<file path="src/design/cc20_pkg.sv">
// ----------------------------------------------------------------------------
// ChaCha20 package
// Types, constants and the half quarter-round function shared by the unit.
// ----------------------------------------------------------------------------
package cc20_pkg;

  localparam logic [31:0] SIGMA_0 = 32'h61707865;
  localparam logic [31:0] SIGMA_1 = 32'h3320646e;
  localparam logic [31:0] SIGMA_2 = 32'h79622d32;
  localparam logic [31:0] SIGMA_3 = 32'h6b206574;

  // 10 double rounds, two half quarter-rounds per round
  localparam int unsigned RoundSteps = 40;
  localparam int unsigned StepW      = 6;

  localparam int unsigned QueueDepth = 4;
  localparam int unsigned QueuePtrW  = 2;
  localparam int unsigned QueueCntW  = 3;

  localparam int unsigned CfgIdxW = 3;

  localparam logic [CfgIdxW-1:0] REG_KEY_A      = 3'd0;
  localparam logic [CfgIdxW-1:0] REG_KEY_B      = 3'd1;
  localparam logic [CfgIdxW-1:0] REG_KEY_C      = 3'd2;
  localparam logic [CfgIdxW-1:0] REG_KEY_D      = 3'd3;
  localparam logic [CfgIdxW-1:0] REG_NONCE_LOW  = 3'd4;
  localparam logic [CfgIdxW-1:0] REG_NONCE_HIGH = 3'd5;
  localparam logic [CfgIdxW-1:0] REG_START_CTR  = 3'd6;

  typedef logic [15:0][31:0] cc_block_t;
  typedef logic [3:0][31:0]  cc_quad_t;

  typedef struct packed {
    logic [63:0] key_a;
    logic [63:0] key_b;
    logic [63:0] key_c;
    logic [63:0] key_d;
    logic [63:0] nonce_low;
    logic [31:0] nonce_high;
    logic [31:0] start_counter;
  } cc_cfg_t;

  typedef struct packed {
    logic [7:0] data;
    logic       last;
    logic       first;
    logic       new_block;
    logic [5:0] pos;
  } cc_item_t;

  typedef struct packed {
    logic      start;
    cc_block_t init;
  } cc_core_req_t;

  typedef struct packed {
    logic      done;
    cc_block_t ks;
  } cc_core_rsp_t;

  // one half of a quarter round: rotations 16/12 first, then 8/7
  function automatic cc_quad_t half_qr(input logic [31:0] a, input logic [31:0] b,
                                       input logic [31:0] c, input logic [31:0] d,
                                       input logic second);
    logic [31:0] a1;
    logic [31:0] dx;
    logic [31:0] d1;
    logic [31:0] c1;
    logic [31:0] bx;
    logic [31:0] b1;
    cc_quad_t    res;
    a1 = a + b;
    dx = d ^ a1;
    d1 = second ? {dx[23:0], dx[31:24]} : {dx[15:0], dx[31:16]};
    c1 = c + d1;
    bx = b ^ c1;
    b1 = second ? {bx[24:0], bx[31:25]} : {bx[19:0], bx[31:20]};
    res[0] = a1;
    res[1] = b1;
    res[2] = c1;
    res[3] = d1;
    return res;
  endfunction

endpackage

</file>
<file path="src/design/cc20_front.sv">
// ----------------------------------------------------------------------------
// ChaCha20 front end
// Accepts message bytes, tags block and message starts, queues them.
// ----------------------------------------------------------------------------
module cc20_front (
  input  logic               clk_i,
  input  logic               rst_ni,
  input  logic               s_valid_i,
  output logic               s_ready_o,
  input  logic [7:0]         s_data_i,
  input  logic               s_last_i,
  input  logic               pop_i,
  output logic               head_valid_o,
  output cc20_pkg::cc_item_t head_o
);

  cc20_pkg::cc_item_t mem_q [cc20_pkg::QueueDepth];

  logic [cc20_pkg::QueuePtrW-1:0] wr_ptr_q, wr_ptr_d;
  logic [cc20_pkg::QueuePtrW-1:0] rd_ptr_q, rd_ptr_d;
  logic [cc20_pkg::QueueCntW-1:0] count_q, count_d;
  logic                           active_q, active_d;
  logic [5:0]                     pos_q, pos_d;
  logic                           push;
  logic                           pop;
  cc20_pkg::cc_item_t             item;

  function automatic logic [cc20_pkg::QueueCntW-1:0] QueueCntAdj(input logic b);
    return {{(cc20_pkg::QueueCntW-1){1'b0}}, b};
  endfunction

  assign s_ready_o    = (count_q != cc20_pkg::QueueCntW'(cc20_pkg::QueueDepth));
  assign push         = s_valid_i && s_ready_o;
  assign head_valid_o = (count_q != '0);
  assign pop          = pop_i && head_valid_o;
  assign head_o       = mem_q[rd_ptr_q];

  always_comb begin
    item.data      = s_data_i;
    item.last      = s_last_i;
    item.first     = !active_q;
    item.new_block = !active_q || (pos_q == '0);
    item.pos       = active_q ? pos_q : 6'd0;

    wr_ptr_d = push ? wr_ptr_q + cc20_pkg::QueuePtrW'(1) : wr_ptr_q;
    rd_ptr_d = pop ? rd_ptr_q + cc20_pkg::QueuePtrW'(1) : rd_ptr_q;
    count_d  = count_q + QueueCntAdj(push) - QueueCntAdj(pop);

    active_d = active_q;
    pos_d    = pos_q;
    if (push) begin
      active_d = !s_last_i;
      pos_d    = s_last_i ? 6'd0 : item.pos + 6'd1;
    end
  end

  always_ff @(posedge clk_i or negedge rst_ni) begin
    if (!rst_ni) begin
      wr_ptr_q <= '0;
      rd_ptr_q <= '0;
      count_q  <= '0;
      active_q <= 1'b0;
      pos_q    <= '0;
    end else begin
      wr_ptr_q <= wr_ptr_d;
      rd_ptr_q <= rd_ptr_d;
      count_q  <= count_d;
      active_q <= active_d;
      pos_q    <= pos_d;
    end
  end

  always_ff @(posedge clk_i) begin
    if (push) begin
      mem_q[wr_ptr_q] <= item;
    end
  end

endmodule

</file>
<file path="config.mk">
export PLATFORM = sky130hd
export DESIGN_NAME = cc20_front
export DESIGN_NICKNAME = d
export VERILOG_FILES = /design/src/design/cc20_pkg.sv /design/src/design/cc20_front.sv
export SDC_FILE = /design/constraint.sdc
export NUM_CORES = 1
export LEC_CHECK = 0
export ABC_AREA = 0
export BUFFER_PORTS_ARGS = -buffer_cell sky130_fd_sc_hd__buf_4
export CAP_MARGIN = 20
export CORE_ASPECT_RATIO = 1.75
export CORE_MARGIN = 2
export CORE_UTILIZATION = 40
export DETAILED_ROUTE_END_ITERATION = 10
export PLACE_DENSITY_LB_ADDON = 0.3
export SLEW_MARGIN = 30
export SYNTH_ARGS = -nofsm -noshare
export SYNTH_HDL_FRONTEND = slang
export SYNTH_SLANG_ARGS = --single-unit
export TNS_END_PERCENT = 10
</file>
<file path="constraint.sdc">
create_clock -name clk_i -period 2.9 [get_ports clk_i]
set_clock_uncertainty 0.2 [all_clocks]
set_input_delay 0.145 -clock clk_i [delete_from_list [all_inputs] [get_ports clk_i]]
set_output_delay 0.145 -clock clk_i [all_outputs]
set_load 0.01 [all_outputs]
</file>
==> results of run 1 <==
-- Yosys cell counts (all sizes together) (3+ instances only) --
master | n | area [um^2]
dfrtp | 14 | 350
nor2 | 4 | 15.0
edfxtp | 68 | 2040
ha | 7 | 87.6
mux4 | 17 | 383
inv | 9 | 33.8
buf | 4 | 28.8
o211ai | 3 | 22.5
mux2 | 3 | 45.0
and3 | 6 | 37.5
xnor2 | 5 | 43.8
clkbuf | 4 | 15.0
and2 | 5 | 31.3
-- stage by stage --
step | instance area, um^2 | power (W) | cells | worst slack, ns | util [%]
after detailed placement | 3700 | 0.00307 | 296 | 0.333 | 45.1
after global placement | 3700 | 0.00304 | 296 | 0.424 | 45.1
after global routing | 4110 | 0.00431 | 325 | 0.142 | 50.2
after CTS | 4110 | 0.00415 | 325 | 0.317 | 50.2
final | 4110 | 0.00408 | 325 | 0.331 | 50.2
after floorplan | 3320 | 0.00254 | 173 | 0.345 | -
-- layout make-up --
class / count / area share [%]
Sequential cell: 82 / 58.2
Multi-Input combinational cell: 74 / 20.7
Timing Repair Buffer: 52 / 10.6
Clock buffer: 14 / 6.66
Tap cell: 92 / 2.80
Inverter: 9 / 0.821
Clock inverter: 2 / 0.243
-- logic make-up (layout without fill, tap and decap cells) --
group,after synthesis,after routing
adder cells (fa/ha/maj),8,8
buffers and inverters,17,77
multiplexers,21,21
flip-flops,82,82
AND/OR/NAND/NOR,29,29
AO/OA/AOI/OAI,10,10
XOR/XNOR,6,6
-- critical path, cell delays in order (launching register included) --
cell     delay, ns
dfrtp_1       0.44
or3b_1        0.42
and2_1        0.19
inv_1         0.09
ha_1          0.23
inv_1         0.06
ha_1          0.14
inv_1         0.05
fa_1          0.37
xnor2_1       0.18
xnor2_1       0.14
-- worst max path at each step --
| stage | cells past startpoint | to |
|---|---|---|
| final | 10 | count_q[2] |
| after global routing | 10 | count_q[2] |
| after CTS | 10 | count_q[2] |
| after detailed placement | 10 | count_q[2] |
| after global placement | 10 | count_q[2] |
| after floorplan | 11 | count_q[2] |
-- repair_timing --
item                                    in CTS  in global routing
endpoints found under the hold margin       55                  0
endpoints found under the setup margin       0                  0
hold buffers                                13                  0
-- layer usage --
layer / track usage [%] / routed length, um / part of all wire, % / vias to the layer above
met3: 3.88 / 181 / 3.2 / 8
met5: 0 / 0 / 0 / -
li1: - / - / - / 791
met4: 7.52 / 131 / 2.3 / 0
met1: 16.3 / 2270 / 41 / 862
met2: 22.6 / 2990 / 54 / 27
-- power groups by stage --
stage	Sequential, W	Combinational, W	Clock, W
2_1_floorplan	0.00168	0.000852	0
3_3_place_gp	0.00177	0.00127	0
3_5_place_dp	0.00178	0.00129	0
4_1_cts	0.00176	0.00131	0.00108
5_1_grt	0.00179	0.00139	0.00113
6_report	0.00175	0.00127	0.00106
-- sequential cells by signal (all words and copies together) (netlist names) --
register and count:
count_q 3, rd_ptr_q 2, wr_ptr_q 2, active_q 1
pos_q 6, mem_q 68
-- cell usage in the layout, fill, tap and decap left out, types with 3 or more instances in the layout --
cell type,Yosys,routed
and2_1,5,5
and3_1,6,6
buf_4,1,38
clkbuf_16,0,9
clkbuf_8,0,3
dfrtp_1,14,14
dlygate4sd3_1,0,13
edfxtp_1,68,68
ha_1,7,7
inv_1,9,9
mux2_4,3,3
mux4_2,17,17
nor2_1,4,4
o211ai_1,3,3
xnor2_1,5,5
==> metrics, run 1 <==
vias per cell=around 5.2; Pleak=1.57 nW; drt pass-1 iters=4; number of global-route vias before repair=1845; RR Endpoint=count_q[2]; R2R Path Start=count_q[1]; Port Buffers=31; worst vdd ir=497 uV; crit path time final=2.57 ns; post-route DRC violation count=0; Mean Syn Cell Area=just under 20 um^2; # resized after CTS=0; worst rel slew slack=about 53%; setup repair bufs after CTS=0; Netlist Area Pre-Place=roughly 3300 um^2; Reg area=~2400 um^2; Clk Tree Root Cell=clkbuf_16; overall routing resource usage=13.9%; post-synthesis sequential area ratio=a little under three quarters; FF+latch count, synth=between 80 and 90; unrepaired setup endpoints after global routing=false; Synth Area in XOR/XNOR=under 10%; main combinational cell family by area after synthesis=multiplexers; area taken by multi-input logic gates=roughly 850 um^2; r2r setup slk=0.33 ns; CTS sink cnt=between 80 and 90; Cells after Synth=approximately 170; Final GP Congestion=approximately 0.76; Worst-path clk slew=approximately 0.06 ns; Mapped Nets=just under 200; pin count of the biggest net entering global routing=18; detailed placement HPWL=~3600 um; Setup TNS=0 ns; area of the core=roughly 8200 um^2; post-synthesis simple-gate area fraction=a little over 5%; P_int=approximately 0.003 W; # diodes=0; outcome=finished clean; crit path from=count_q[1]; die height=approximately 120 um; HP Class=in -> reg; period utilization=88.6%; multiplexer share of the synthesized area=13.2%; Layout area overhead=23.8%; Max-Cap Viols=0; clock tree buffer depth=2; switching part of the total=between 20% and 30%; worst hold stages=2; antenna violations before repair=0; Wirelength per Cell=around 17 um; die area=around 9100 um^2; chip width=~73 um; GRT Residual Overflow=0; num ports=32; startpoint types=flip-flop; CTS tree=built; combinational share of power=between 30% and 40%; count of final hold-check violations=0; R2R cell count=10; Via Count=1688; DR iter-0 viols=106; switching power=between 0.001 and 0.0015 W; Power Dens Cells=around 990 nW/um^2; Initial Utilization=roughly 41%; Reg power frac=between 40 and 50%; worst hold start=s_data_i[7]; Ys Warns=0; fill count=around 670; Critical Path RT=between 2 and 3 ns; row cnt=44; share of layout cells above drive strength 1=between 30% and 40%; Compound-Gate Fraction of Synth Area=between 2 and 3%; worst setup path category=reg -> reg; Worst-Margin Slew=between 0.6 and 0.7 ns; FMAX=389 MHz; overall routed net length=around 5600 um; NumNets Final=about 250; antenna viol nets, final=0; power share of the clock group=between 20% and 30%; worst-skew pair later-pin latency=0.33 ns; Hold EP=mem_q[0][16]; Max FO, Critical Path=5; Cell variety after synth=35; CP Capture Type=flip-flop; first-pass GRT wire length=9200 um; final hold slack=0.360 ns; CTS H-Tree Depth=3; adder-cell share of the synthesized area=approximately 3.2%; EDFF count, synth=68; Async SR Flop Fraction=roughly 17%; CP arrival=2.62 ns; final slew viol count=0; CTS buffer count=9; ys flop type=edfxtp_1; final setup vio count=0
(Power assumes the default switching activity.)
==> run 2, diff against run 1 <==
==> constraint.sdc (replaced) <==
create_clock -name clk_i -period 2.9 [get_ports clk_i]
set_clock_uncertainty 0.2 [all_clocks]
set_input_delay 0.145 -clock clk_i [delete_from_list [all_inputs] [get_ports clk_i]]
set_output_delay 0.145 -clock clk_i [all_outputs]
set_load 0.05 [all_outputs]
==> run 2 against run 1 <==
  * Utilization is 0.21 points higher
  * Worst setup slack better by 0.022 ns
  * Die area stayed put
  * Global-route usage is 0.35 points higher
  * Largest power group is now combinational cells
  * Critical path type unchanged
==> metrics, run 2 (same netlist as run 1, synthesis figures left out) <==
outcome=finished clean; worst hold stages=3 (+1); final slew viol count=0 (unchanged); Post-Layout Cell Count=325 (unchanged); Port Buffers=31 (unchanged); CP arrival=2.60 ns (-0.02 ns); Final GP Congestion=0.719 (-5.2%); final core utilization=50.4% (+0.21 points); post-route DRC violation count=0 (unchanged); Via Count=1686 (-0.12%); startpoint types=flip-flop; fill count=659 (-0.90%); Max-Cap Viols=0 (unchanged); crit path time final=2.55 ns (-0.0218 ns); pin count of the biggest net entering global routing=18 (unchanged); Most flops, register=mem_q; count of final hold-check violations=0 (unchanged); die area=9080 um^2 (unchanged); detailed placement HPWL=3680 um (+2.3%); period utilization=87.8% (-0.75 points); Wirelength per Cell=17.9 um (+4.1%); CTS buffer count=9 (unchanged); number of global-route vias before repair=1760 (-4.6%); # resized after CTS=0 (unchanged); first-pass GRT wire length=9360 um (+1.7%); worst rel slew slack=68.1% (+15 points); Critical Path RT=2.95 ns (about the same); antenna violations before repair=0 (unchanged); Worst-Margin Slew=0.474 ns (-0.221 ns); Area after DPL=3690 um^2 (-0.34%); worst-skew pair later-pin latency=0.33 ns (about the same); Initial Utilization=40.5% (unchanged); area of the core=8200 um^2 (unchanged); Setup TNS=0 ns (unchanged); antenna viol nets, final=0 (unchanged); Max FO, Critical Path=5 (unchanged); vias per cell=5.19 (-0.12%); Largest regs=mem_q: 68 flops, pos_q: 6 flops, count_q: 3 flops; worst setup path category=reg -> reg; chip width=72.9 um (unchanged); final setup vio count=0 (unchanged); DR iter-0 viols=137 (+29%); overall routed net length=5810 um (+4.1%); num ports=32 (unchanged); CTS sink cnt=82 (unchanged); setup ws final=0.352 ns (+0.0218 ns); most frequent cells in the layout=edfxtp_1 (68), buf_4 (39), mux4_2 (17); clock tree buffer depth=2 (unchanged); # diodes=0 (unchanged); CTS tree=built; NumNets Final=249 (unchanged); max reg flops=68 (unchanged); overall routing resource usage=14.3% (+0.35 points); worst vdd ir=490 uV (-1.4%); GRT Residual Overflow=0 (unchanged); Power Dens Cells=1150 nW/um^2 (+15%); CP Capture Type=flip-flop; pre-CTS setup slack=0.338 ns (+0.00493 ns); most common cell after layout, fill and taps aside=edfxtp_1; FMAX=393 MHz (+0.85%); drt pass-1 iters=4 (unchanged); Clk Tree Root Cell=clkbuf_16; Worst-path clk slew=0.06 ns (about the same); Pleak=1.57 nW (+0.25%); HP Class=in -> reg; placed cells=296 (unchanged); row cnt=44 (unchanged); Layout area overhead=24.3%; unrepaired setup endpoints after global routing=false; Final Cell Area=4130 um^2 (+0.43%); R2R cell count=10 (unchanged); CTS H-Tree Depth=3 (unchanged); share of layout cells above drive strength 1=31.3% (-0.86 points); die height=125 um (unchanged)
==> run 2: cell types whose count changed in the layout (fill, tap and decap cells not counted) <==
cell | before | now
clkinv_2 | 2 | 0
clkbuf_1 | 2 | 4
clkbuf_8 | 3 | 1
bufinv_16 | 0 | 2
buf_12 | 1 | 0
buf_4 | 38 | 39
==> run 2: timing repair <==
action / 4_1_cts / 5_1_grt
setup endpoints to repair: 0 / 0
hold buffers: 13 / 0
endpoints found under the hold margin: 52 / 0
buffers inserted: 0 / 0
==> run 2: per-layer routing <==
layer	wire [um]	track usage (%)
met1	2400	17.3
met2	3150	23.7
met3	137	3.16
met4	123	6.54
met5	0	0
==> run 2: path summary, 6_finish.rpt <==
path                                     to  slack, ns   startpoint
worst max-delay path             count_q[2]       0.35   count_q[1]
worst min-delay path            rd_ptr_q[0]       0.02        pop_i
worst max register to register   count_q[2]       0.35   count_q[1]
worst min register to register  rd_ptr_q[0]       0.29  rd_ptr_q[0]
max in group asynchronous       wr_ptr_q[0]       0.96       rst_ni
min in group asynchronous       rd_ptr_q[1]       0.50       rst_ni
==> run 2: per-stage QoR <==
step,hold WS [ns],power (W)
after floorplan,-0.351,0.00308
after global placement,-0.187,0.00356
after detailed placement,-0.188,0.00359
after CTS,0.00886,0.00480
after global routing,0.0360,0.00496
final,0.0150,0.00473
==> run 2: cell type report <==
cell class / count / area, um^2 / share of cell area [%]
Sequential cell: 82 / 2390 / 57.9
Tap cell: 92 / 115 / 2.79
Clock inverter: 2 / 60.1 / 1.45
Timing Repair Buffer: 52 / 423 / 10.2
Inverter: 9 / 33.8 / 0.818
Clock buffer: 14 / 254 / 6.15
Multi-Input combinational cell: 74 / 853 / 20.7
==> run 2: worst max-delay path, cell delays in order (launching register included) <==
cell     delay, ns
dfrtp_1       0.44
or3b_1        0.41
and2_1        0.18
inv_1         0.09
ha_1          0.24
inv_1         0.06
ha_1          0.13
inv_1         0.05
fa_1          0.37
xnor2_1       0.17
xnor2_1       0.14
==> run 2: report_power, final <==
part / leakage [nW] / switching, W / internal [W]
sequential: 0.803 / 0.000131 / 0.00159
combinational: 0.618 / 0.00113 / 0.000691
clock: 0.151 / 0.000406 / 0.000779
