--- src/design/cc20_pkg.sv ---
// ----------------------------------------------------------------------------
// ChaCha20 package
// Types, constants and the half quarter-round function shared by the unit.
// ----------------------------------------------------------------------------
package cc20_pkg;

  localparam logic [31:0] SIGMA_0 = 32'h61707865;
  localparam logic [31:0] SIGMA_1 = 32'h3320646e;
  localparam logic [31:0] SIGMA_2 = 32'h79622d32;
  localparam logic [31:0] SIGMA_3 = 32'h6b206574;

  // 10 double rounds, two half quarter-rounds per round
  localparam int unsigned RoundSteps = 40;
  localparam int unsigned StepW      = 6;

  localparam int unsigned QueueDepth = 4;
  localparam int unsigned QueuePtrW  = 2;
  localparam int unsigned QueueCntW  = 3;

  localparam int unsigned CfgIdxW = 3;

  localparam logic [CfgIdxW-1:0] REG_KEY_A      = 3'd0;
  localparam logic [CfgIdxW-1:0] REG_KEY_B      = 3'd1;
  localparam logic [CfgIdxW-1:0] REG_KEY_C      = 3'd2;
  localparam logic [CfgIdxW-1:0] REG_KEY_D      = 3'd3;
  localparam logic [CfgIdxW-1:0] REG_NONCE_LOW  = 3'd4;
  localparam logic [CfgIdxW-1:0] REG_NONCE_HIGH = 3'd5;
  localparam logic [CfgIdxW-1:0] REG_START_CTR  = 3'd6;

  typedef logic [15:0][31:0] cc_block_t;
  typedef logic [3:0][31:0]  cc_quad_t;

  typedef struct packed {
    logic [63:0] key_a;
    logic [63:0] key_b;
    logic [63:0] key_c;
    logic [63:0] key_d;
    logic [63:0] nonce_low;
    logic [31:0] nonce_high;
    logic [31:0] start_counter;
  } cc_cfg_t;

  typedef struct packed {
    logic [7:0] data;
    logic       last;
    logic       first;
    logic       new_block;
    logic [5:0] pos;
  } cc_item_t;

  typedef struct packed {
    logic      start;
    cc_block_t init;
  } cc_core_req_t;

  typedef struct packed {
    logic      done;
    cc_block_t ks;
  } cc_core_rsp_t;

  // one half of a quarter round: rotations 16/12 first, then 8/7
  function automatic cc_quad_t half_qr(input logic [31:0] a, input logic [31:0] b,
                                       input logic [31:0] c, input logic [31:0] d,
                                       input logic second);
    logic [31:0] a1;
    logic [31:0] dx;
    logic [31:0] d1;
    logic [31:0] c1;
    logic [31:0] bx;
    logic [31:0] b1;
    cc_quad_t    res;
    a1 = a + b;
    dx = d ^ a1;
    d1 = second ? {dx[23:0], dx[31:24]} : {dx[15:0], dx[31:16]};
    c1 = c + d1;
    bx = b ^ c1;
    b1 = second ? {bx[24:0], bx[31:25]} : {bx[19:0], bx[31:20]};
    res[0] = a1;
    res[1] = b1;
    res[2] = c1;
    res[3] = d1;
    return res;
  endfunction

endpackage

--- src/design/cc20_back.sv ---
// ----------------------------------------------------------------------------
// ChaCha20 back end
// Pops queued bytes, requests keystream blocks, XORs and holds the result.
// ----------------------------------------------------------------------------
module cc20_back (
  input  logic                   clk_i,
  input  logic                   rst_ni,
  input  cc20_pkg::cc_cfg_t      cfg_i,
  input  logic                   head_valid_i,
  input  cc20_pkg::cc_item_t     head_i,
  output logic                   pop_o,
  output cc20_pkg::cc_core_req_t core_req_o,
  input  cc20_pkg::cc_core_rsp_t core_rsp_i,
  output logic                   m_valid_o,
  input  logic                   m_ready_i,
  output logic [7:0]             m_data_o,
  output logic                   m_last_o
);

  typedef enum logic [1:0] {
    B_FETCH,
    B_GEN,
    B_EMIT
  } state_e;

  state_e      state_q, state_d;
  logic [31:0] ctr_q, ctr_d;
  logic        m_valid_q;
  logic [7:0]  m_data_q;
  logic        m_last_q;
  logic        out_free;
  logic        load;
  logic        start;
  logic [511:0] ks_flat;
  logic [7:0]  ks_byte;

  assign out_free = !m_valid_q || m_ready_i;
  assign ks_flat  = core_rsp_i.ks;
  assign ks_byte  = ks_flat[{head_i.pos, 3'b000} +: 8];

  always_comb begin
    state_d = state_q;
    ctr_d   = ctr_q;
    start   = 1'b0;
    load    = 1'b0;
    case (state_q)
      B_FETCH: begin
        if (head_valid_i) begin
          if (head_i.new_block) begin
            ctr_d   = head_i.first ? cfg_i.start_counter : ctr_q + 32'd1;
            start   = 1'b1;
            state_d = B_GEN;
          end else if (out_free) begin
            load = 1'b1;
          end
        end
      end
      B_GEN: begin
        if (core_rsp_i.done) begin
          state_d = B_EMIT;
        end
      end
      B_EMIT: begin
        if (out_free) begin
          load    = 1'b1;
          state_d = B_FETCH;
        end
      end
      default: begin
        state_d = B_FETCH;
      end
    endcase
  end

  assign pop_o = load;

  always_comb begin
    core_req_o.start    = start;
    core_req_o.init[0]  = cc20_pkg::SIGMA_0;
    core_req_o.init[1]  = cc20_pkg::SIGMA_1;
    core_req_o.init[2]  = cc20_pkg::SIGMA_2;
    core_req_o.init[3]  = cc20_pkg::SIGMA_3;
    core_req_o.init[4]  = cfg_i.key_a[31:0];
    core_req_o.init[5]  = cfg_i.key_a[63:32];
    core_req_o.init[6]  = cfg_i.key_b[31:0];
    core_req_o.init[7]  = cfg_i.key_b[63:32];
    core_req_o.init[8]  = cfg_i.key_c[31:0];
    core_req_o.init[9]  = cfg_i.key_c[63:32];
    core_req_o.init[10] = cfg_i.key_d[31:0];
    core_req_o.init[11] = cfg_i.key_d[63:32];
    core_req_o.init[12] = ctr_d;
    core_req_o.init[13] = cfg_i.nonce_low[31:0];
    core_req_o.init[14] = cfg_i.nonce_low[63:32];
    core_req_o.init[15] = cfg_i.nonce_high;
  end

  always_ff @(posedge clk_i or negedge rst_ni) begin
    if (!rst_ni) begin
      state_q   <= B_FETCH;
      ctr_q     <= '0;
      m_valid_q <= 1'b0;
      m_data_q  <= '0;
      m_last_q  <= 1'b0;
    end else begin
      state_q <= state_d;
      ctr_q   <= ctr_d;
      if (load) begin
        m_valid_q <= 1'b1;
        m_data_q  <= head_i.data ^ ks_byte;
        m_last_q  <= head_i.last;
      end else if (m_ready_i) begin
        m_valid_q <= 1'b0;
      end
    end
  end

  assign m_valid_o = m_valid_q;
  assign m_data_o  = m_data_q;
  assign m_last_o  = m_last_q;

endmodule

--- config.mk ---
export PLATFORM = sky130hd
export DESIGN_NAME = cc20_back
export DESIGN_NICKNAME = d
export VERILOG_FILES = /design/src/design/cc20_pkg.sv /design/src/design/cc20_back.sv
export SDC_FILE = /design/constraint.sdc
export NUM_CORES = 1
export LEC_CHECK = 0
export BUFFER_PORTS_ARGS = -buffer_cell sky130_fd_sc_hd__buf_4
export CAP_MARGIN = 25
export CORE_AREA = 2 2 556 558
export CTS_BUF_LIST = sky130_fd_sc_hd__clkbuf_8
export DETAILED_ROUTE_END_ITERATION = 8
export DIE_AREA = 0 0 558 560
export PLACE_DENSITY = 0.3
export SLEW_MARGIN = 20
export SYNTH_ARGS = -nofsm -noshare
export SYNTH_HDL_FRONTEND = slang
export SYNTH_SLANG_ARGS = --single-unit
--- constraint.sdc ---
create_clock -name clk_i -period 6.9 [get_ports clk_i]
set_input_delay 2.07 -clock clk_i [delete_from_list [all_inputs] [get_ports clk_i]]
set_output_delay 2.07 -clock clk_i [all_outputs]
set_load 0.005 [all_outputs]
==> key figures, run 1 <==
Status
  – Status: complete, no violations

Logic synthesis
  – Post-synth design cell area: 10700 um^2
  – Prevailing post-synth register cell: dfrtp_1
  – Share of flip-flops with an asynchronous set or reset: 100%
  – Synth unique cells: 48
  – Most common cell in the netlist: buf_4
  – Post-synth top cells: buf_4 (492), mux2i_1 (108), mux4_2 (80), nand2_1 (50), dfrtp_1 (44)
  – Synth Instances: 1220
  – Synth area leaders: buf_4 (35%), mux4_2 (17%), dfrtp_1 (10%)
  – Seq cells post-synth: 44
  – EDFF count, synth: 0
  – Post-synth top area share: 34.6%
  – Leading area contributor after synthesis: buf_4
  – Mean post-synth cell area: 8.74 um^2
  – Synth warnings: 0
  – Post-synthesis sequential area ratio: 10.3%

Detailed routing
  – Routed Antenna Nets: 0
  – DR iter-0 viols: 668
  – DRT Pass-1 Iters: 6
  – Post-DR wirelength/cell: 21.8 um
  – Drc violations: 0
  – Vias per Instance: 1.89
  – Via count: 10600
  – Final wirelength: 122000 um

Clocking
  – Post-CTS Resized: 0
  – Sink Count: 44
  – Post-CTS Hold Fix Bufs: 0
  – CTS Buf Count: 5
  – CTS root buf: clkbuf_8
  – Clock tree buffer depth: 2
  – Post-CTS setup repair buffer count: 0
  – CTS tree: built
  – Clk_lat worst skew: 0.51 ns
  – H-tree Lvls: 2
  – Reg clk slew, reported paths: 0.14 ns

Hold path
  – Min-Delay Startpoint: m_last_o
  – Worst hold path type: reg -> reg

Finish
  – Final Instance Count excl. Fillers: 5595
  – Nets: 2367
  – Area Overhead vs Synth: 63.1%
  – Final core utilization: 5.66%
  – FILL cells: 36400
  – Share of layout cells above drive strength 1: 53.1%

STA
  – Fin worst setup slack: 0.988 ns
  – Slew margin rel.: 23.5%
  – Skew final: 0.0721 ns
  – Fin. Hold Viols: 0
  – Final Critical Period: 5.91 ns
  – RSZ-0062 raised after global routing: false
  – Post-route setup TNS: 0 ns
  – Final setup viols: 0
  – Max Fclk: 169 MHz
  – Worst-margin pin slew: 1.12 ns
  – Tcrit/Tclk final: 85.7%
  – Slew Limit Fails: 0

Global route
  – First-pass GRT wire length: 144000 um
  – Largest net degree at the start of global routing: 58
  – Grt total ovfl: 0
  – Initial antenna violation count: 67
  – Vias in the first global route: 11000
  – Total GRT Usage: 7.48%

Critical path
  – WS Path Type: in -> out
  – CP startpoint: head_i[7]
  – Setup slack, reg-to-reg: 4.04 ns
  – WP data arrival: 3.84 ns
  – CP Data Required Time: 4.83 ns
  – FF-to-FF Start: ctr_q[0]
  – Crit start category: input port
  – Crit-path max FO: 28
  – Worst setup EP type: output pin

Floorplanning
  – Die H: 560 um
  – Ports: 1442
  – CORE AREA: 307000 um^2
  – Die Wd: 558 um
  – Rows: 204
  – Initial core utilization: 3.47%
  – Total die area: 312000 um^2

Power
  – Clock network power share: 16.9%
  – Power consumption: 1.96 mW
  – Leak: 6.20 nW
  – Pwr Density: 113 nW/um^2
  – Switching part of the total: 48.2%
  – Worst VDD drop: 0.0000891 V
  – Gate power share: 60.8%
  – Power Internal: 1.01 mW
  – Net Sw Power: 0.943 mW
  – Sequential share of power: 22.4%

Placement
  – Port bufs: 609
  – Placed wire-length estimate: 111000 um
  – Pre-CTS WS: 0.853 ns
  – Number of instances in the placed design: 5561
  – GPL Wtd Cong: 0.799

Job
  – Max-Cap Viols: 0
[worst max-delay path: stages]
cell	delay (ns)
buf_4	0.32
clkinv_1	0.48
buf_4	0.35
and4b_1	0.18
a21oi_1	0.10
o21ai_0	0.12
buf_4	0.19
[cell usage in the layout (no fill, tap or decap), types with 22 or more instances in the layout]
cell type / netlist / final
nor2_1: 35 / 34
a21oi_1: 41 / 41
and3_1: 22 / 22
nand3_1: 26 / 26
a22oi_1: 39 / 39
mux4_2: 80 / 80
nand2_1: 50 / 50
conb_1: 2 / 128
mux2i_1: 108 / 106
diode_2: 0 / 26
dfrtp_1: 44 / 44
buf_4: 492 / 643
o21ai_0: 41 / 41
[logic make-up (layout without fill, tap and decap cells)]
kind of cell	after synthesis	in the layout	share of synthesized area, %
compound gates	201	201	12.8
fa+ha+maj	1	1	0.117
buf+inv	563	666	38.0
flops	44	44	10.3
mux	200	200	28.3
other cells	2	154	0.0704
simple gates	209	209	10.3
[flip-flops by register name (all words and copies together) (netlist names)]
register	count
ctr_q	32
state_q	2
m_valid_o	1
m_last_o	1
m_data_o	8
[routing by layer]
layer | routed length, um | global-route usage, % | up-vias
met5 | 182 | 0.0154 | -
met1 | 39500 | 7.26 | 4908
met4 | 10400 | 5.77 | 26
met2 | 55400 | 12.0 | 907
met3 | 16500 | 3.95 | 421
li1 | - | - | 4324
[worst paths after layout]
kind	cells after the start	to
max reg2reg	7	ctr_q[26]
min	2	m_last_o
max in group asynchronous	2	ctr_q[20]
max	7	core_req_o[401]
min in group asynchronous	1	ctr_q[23]
min reg2reg	2	m_last_o
[cell type report]
| class | count | area, um^2 | area share (%) |
|---|---|---|---|
| Antenna cell | 26 | 65.1 | 0.374 |
| Clock buffer | 6 | 82.6 | 0.475 |
| Clock inverter | 2 | 38.8 | 0.223 |
| Inverter | 11 | 41.3 | 0.237 |
| Multi-Input combinational cell | 739 | 6010 | 34.5 |
| Sequential cell | 44 | 1100 | 6.33 |
| Tap cell | 4120 | 5150 | 29.6 |
| Timing Repair Buffer | 647 | 4900 | 28.2 |
[stage by stage]
stage / hold WS [ns] / instance area (um^2)
detailed placement: 0.509 / 17200
floorplan: 0.470 / 11100
CTS: 0.536 / 17300
global placement: 0.477 / 17200
finish: 0.527 / 17400
global route: 0.582 / 17300
[power by group through the flow]
stage / registers, mW / clock network [mW] / logic [mW]
6_report: 0.438 / 0.330 / 1.19
5_1_grt: 0.455 / 0.373 / 1.30
3_5_place_dp: 0.443 / 0 / 1.26
3_3_place_gp: 0.443 / 0 / 1.25
4_1_cts: 0.438 / 0.386 / 1.26
2_1_floorplan: 0.412 / 0 / 0.643
(Power assumes the default switching activity.)
==> run 2, diff against run 1 <==
PLACE_DENSITY = not set   (was 0.3)
==> run 2 against run 1 <==
Compared with the run above:
- clock power is 6% higher
- setup slack better by 0.16 ns
- wire length is 51% higher
- non-clock buffer count is 6 lower
- combinational power hardly changed
- final area is 0.24% lower
- total power hardly changed
- cell count hardly changed
- largest power group unchanged
- via count is 3.7% higher
==> key figures, run 2 (synthesis results as in run 1) <==
Finish
  – Multi-input logic area: 6020 um^2
  – Max FFs per register: 32
  – Most flop-heavy register: ctr_q
  – Share of layout cells above drive strength 1: 53.2%
  – FILL cells: 36400
  – Area Overhead vs Synth: 62.7%
  – Nets: 2361
  – Register area: 1100 um^2
  – Most frequent cells in the layout: buf_4 (639), conb_1 (128), mux2i_1 (100)
  – Final Cell Area: 17300 um^2
  – Commonest non-fill, non-tap cell in the layout: buf_4

Clocking
  – H-tree Lvls: 2
  – Sink Count: 44
  – Clk_lat worst skew: 0.59 ns
  – Post-CTS setup repair buffer count: 0
  – Clock tree buffer depth: 2
  – CTS Buf Count: 5
  – Reg clk slew, reported paths: 0.37 ns
  – Post-CTS Hold Fix Bufs: 0
  – CTS tree: built
  – Post-CTS Resized: 0
  – CTS root buf: clkbuf_8

Detailed routing
  – Via count: 11000
  – DRT Pass-1 Iters: 6
  – Vias per Instance: 1.96
  – Drc violations: 0
  – DR iter-0 viols: 838
  – Post-DR wirelength/cell: 33.0 um
  – Final wirelength: 185000 um
  – Routed Antenna Nets: 0

STA
  – Post-route setup TNS: 0 ns
  – RSZ-0062 raised after global routing: false
  – Slew margin rel.: 27.1%
  – Final setup viols: 0
  – Tcrit/Tclk final: 83.4%
  – Worst-margin pin slew: 1.09 ns
  – Final Critical Period: 5.76 ns
  – Skew final: 0.192 ns
  – Max Fclk: 174 MHz
  – Fin. Hold Viols: 0
  – Slew Limit Fails: 0

Critical path
  – FF-to-FF path depth: 6
  – Setup slack, reg-to-reg: 3.87 ns
  – FF-to-FF Start: ctr_q[15]
  – WP data arrival: 3.69 ns
  – Worst setup EP type: output pin
  – Crit start category: input port
  – Crit-path max FO: 18
  – CP Data Required Time: 4.83 ns
  – WS Path Type: in -> out
  – CP endpoint: core_req_o[393]
  – CP startpoint: head_valid_i
  – Crit Reg-Reg Endpoint: ctr_q[31]

Floorplanning
  – Initial core utilization: 3.47%
  – Rows: 204
  – CORE AREA: 307000 um^2
  – Die Wd: 558 um
  – Ports: 1442
  – Total die area: 312000 um^2
  – Die H: 560 um

Hold path
  – Worst hold path type: reg -> reg

Global route
  – Met1 usage: 8.57%
  – Vias in the first global route: 10800
  – Initial antenna violation count: 103
  – Grt total ovfl: 0
  – Largest net degree at the start of global routing: 66
  – Total GRT Usage: 11.4%
  – First-pass GRT wire length: 206000 um
  – Met3 Usage GRT: 14.3%
  – GRT busiest layer: met2
  – GRT met2 Usage: 16.8%

Placement
  – GPL Wtd Cong: 0.946
  – Port bufs: 609
  – Placed wire-length estimate: 175000 um
  – Dpl cell area: 17100 um^2

Power
  – Worst VDD drop: 0.000130 V
  – Leak: 6.15 nW
  – Pwr Density: 113 nW/um^2

Job
  – Max-Cap Viols: 0

Status
  – Status: complete, no violations
run 2: changes by cell type in the layout (fill, tap and decap cells not counted), sizes merged:
cell    before  now
buf        646  640
diode       26   34
clkbuf       7    6
clkinv       2    3
run 2: where the power goes:
group	leakage [nW]	switching (mW)	internal, mW
clock network	0.0585	0.239	0.110
logic	5.56	0.612	0.545
registers	0.529	0.108	0.345
run 2: per-stage QoR:
step | total power, mW | util, % | cells | hold slack [ns] | worst slack (ns)
2_1_floorplan | 1.06 | - | 1346 | 0.470 | 1.66
6_report | 1.96 | 5.65 | 5597 | 0.465 | 1.14
3_5_place_dp | 1.65 | 5.58 | 5555 | 0.473 | 1.13
5_1_grt | 2.10 | 5.63 | 5579 | 0.497 | 1.01
4_1_cts | 2.03 | 5.62 | 5563 | 0.415 | 1.14
3_3_place_gp | 1.65 | 5.58 | 5555 | 0.469 | 1.04
run 2: area by class of cell:
| class | instances | share of cell area, % |
|---|---|---|
| clock inverter | 3 | 0.274 |
| sequential | 44 | 6.35 |
| tap | 4120 | 29.7 |
| timing repair buffer | 641 | 27.8 |
| antenna | 34 | 0.491 |
| multi-input combinational | 739 | 34.7 |
| inverter | 11 | 0.238 |
| clock buffer | 5 | 0.397 |
run 2: how the worst min path moves through the flow:
stage / startpoint / to / slack, ns / cells past startpoint
detailed placement: m_last_o / m_last_o / 0.47 / 2
CTS: state_q[1] / m_valid_o / 0.41 / 2
floorplan: m_last_o / m_last_o / 0.47 / 2
finish: state_q[1] / m_valid_o / 0.47 / 2
global placement: m_last_o / m_last_o / 0.47 / 2
global route: state_q[1] / m_valid_o / 0.50 / 2
run 2: layer usage:
metal,routed length [um],part of all wire (%)
met1,47700,26
met2,76900,42
met3,51400,28
met4,8540,4.6
met5,285,0.15
run 2: critical path, cell delays in order:
cell and delay, ns:
buf_4 0.09, nand3_1 0.26, inv_1 0.59, o21ai_0 0.23
nand2_1 0.11, o21ai_0 0.13, buf_4 0.18
==> run 3, diff against run 2 <==
CORE_AREA = 2 2 559 561   (was 2 2 556 558)
DIE_AREA = 0 0 561 563   (was 0 0 558 560)
clock period = 5 ns   (was 6.9 ns; I/O delays follow)
==> run 3 against run 2 <==
Compared with the run above:
- flip-flop and latch count did not move
- register-to-register slack worse by 1.6 ns
- global-route usage is 0.16 points lower
- largest power group unchanged
- die area up 1.1%
- clock power increased by 28%
- final area up 1.4%
- total power increased by 39%
- first-iteration DRC count up 0.48%
- cell count grew 0.86%
- critical path depth shrank 1
- hold slack better by 0.026 ns
- via count down 0.81%
==> key figures, run 3 (synthesis results as in run 1) <==
Finish
  – Nets: 2380
  – FILL cells: 36800
  – Share of layout cells above drive strength 1: 53.6%
  – Most flop-heavy register: ctr_q
  – Max FFs per register: 32
  – Final Cell Area: 17600 um^2
  – Area Overhead vs Synth: 65.0%
  – Most frequent cells in the layout: buf_4 (653), conb_1 (128), mux2i_1 (102)
  – Commonest non-fill, non-tap cell in the layout: buf_4

Global route
  – Grt total ovfl: 0
  – Met1 usage: 8.27%
  – Total GRT Usage: 11.2%
  – Met3 Usage GRT: 14.8%
  – GRT met2 Usage: 15.8%
  – Vias in the first global route: 10500
  – First-pass GRT wire length: 206000 um
  – Initial antenna violation count: 97
  – GRT busiest layer: met2
  – Largest net degree at the start of global routing: 50

Placement
  – GPL Wtd Cong: 0.933
  – Dpl cell area: 17400 um^2
  – Placed wire-length estimate: 174000 um
  – Port bufs: 609

Clocking
  – Clock tree buffer depth: 2
  – Sink Count: 44
  – Post-CTS Hold Fix Bufs: 0
  – Post-CTS setup repair buffer count: 0
  – CTS root buf: clkbuf_8
  – Reg clk slew, reported paths: 0.28 ns
  – Post-CTS Resized: 0
  – H-tree Lvls: 2
  – CTS tree: built
  – Clk_lat worst skew: 0.50 ns
  – CTS Buf Count: 5

STA
  – Tcrit/Tclk final: 94.0%
  – Final Critical Period: 4.70 ns
  – Post-route setup TNS: 0 ns
  – Fin. Hold Viols: 0
  – Skew final: 0.115 ns
  – Max Fclk: 213 MHz
  – RSZ-0062 raised after global routing: false
  – Worst-margin pin slew: 1.14 ns
  – Slew margin rel.: 23.9%
  – Slew Limit Fails: 0
  – Final setup viols: 0

Critical path
  – WP data arrival: 3.20 ns
  – Worst setup EP type: output pin
  – WS Path Type: in -> out
  – Slowest CP cell: clkinv_1
  – Crit-path max cell delay: 0.55 ns
  – CP Data Required Time: 3.50 ns
  – Crit-path max FO: 36
  – Most used cell, CP: buf_4
  – Setup slack, reg-to-reg: 2.28 ns
  – Crit start category: input port
  – Worst path cell trace: buf_4 > clkinv_1 > and4b_1 > a21oi_1 > o21ai_0 > buf_4

Status
  – Status: complete, no violations

Floorplanning
  – CORE AREA: 310000 um^2
  – Rows: 205
  – Ports: 1442
  – Total die area: 316000 um^2
  – Initial core utilization: 3.43%
  – Die H: 563 um
  – Die Wd: 561 um

Detailed routing
  – DR iter-0 viols: 842
  – Vias per Instance: 1.93
  – Via count: 10900
  – Drc violations: 0
  – Final wirelength: 185000 um
  – Post-DR wirelength/cell: 32.7 um
  – Routed Antenna Nets: 0
  – DRT Pass-1 Iters: 5

Job
  – Max-Cap Viols: 0

Hold path
  – Worst hold path type: reg -> reg

Power
  – Leak: 6.26 nW
  – Pwr Density: 155 nW/um^2
  – Power consumption: 2.73 mW
  – Worst VDD drop: 0.000161 V
## run 3: final cells by class
class	instances	area (um^2)	area share [%]
Multi-Input combinational cell	739	6010	34.2
Tap cell	4140	5180	29.4
Timing Repair Buffer	660	5030	28.6
Sequential cell	44	1100	6.26
Antenna cell	43	108	0.612
Clock buffer	5	68.8	0.391
Clock inverter	3	46.3	0.263
Inverter	11	41.3	0.235
## run 3: critical path, delay by kind of cell
family	cells	cell delay, ns
AND/OR/NAND/NOR	1	0.38
buffers and inverters	3	1.04
AO/OA/AOI/OAI	2	0.25
## run 3: report_power, final
group / switching (mW) / leakage [nW] / internal (mW)
clock network: 0.293 / 0.0550 / 0.152
registers: 0.155 / 0.529 / 0.475
logic: 0.881 / 5.68 / 0.777
## run 3: through the flow
stage	setup WS [ns]	hold WS [ns]	utilization, %	std cells
final	0.302	0.491	5.67	5645
after floorplan	0.899	0.470	-	1346
after global routing	0.180	0.497	5.66	5631
after global placement	0.306	0.484	5.60	5594
after detailed placement	0.342	0.499	5.60	5594
after CTS	0.292	0.432	5.63	5602
## run 3: path summary, 6_finish.rpt
check                                        to  startpoint  depth (start not counted)
worst max-delay path            core_req_o[401]   head_i[7]                          6
worst max register to register        ctr_q[31]    ctr_q[2]                          6
worst min register to register       state_q[1]  state_q[0]                          1
max in group asynchronous              ctr_q[4]      rst_ni                          1
min in group asynchronous            state_q[1]      rst_ni                          1
worst min-delay path                 state_q[1]  state_q[0]                          1
## run 3: per-layer routing
metal	wire length (um)	up-vias
li1	-	4364
met1	46700	4905
met2	72500	1228
met3	53600	358
met4	11500	38
met5	269	-
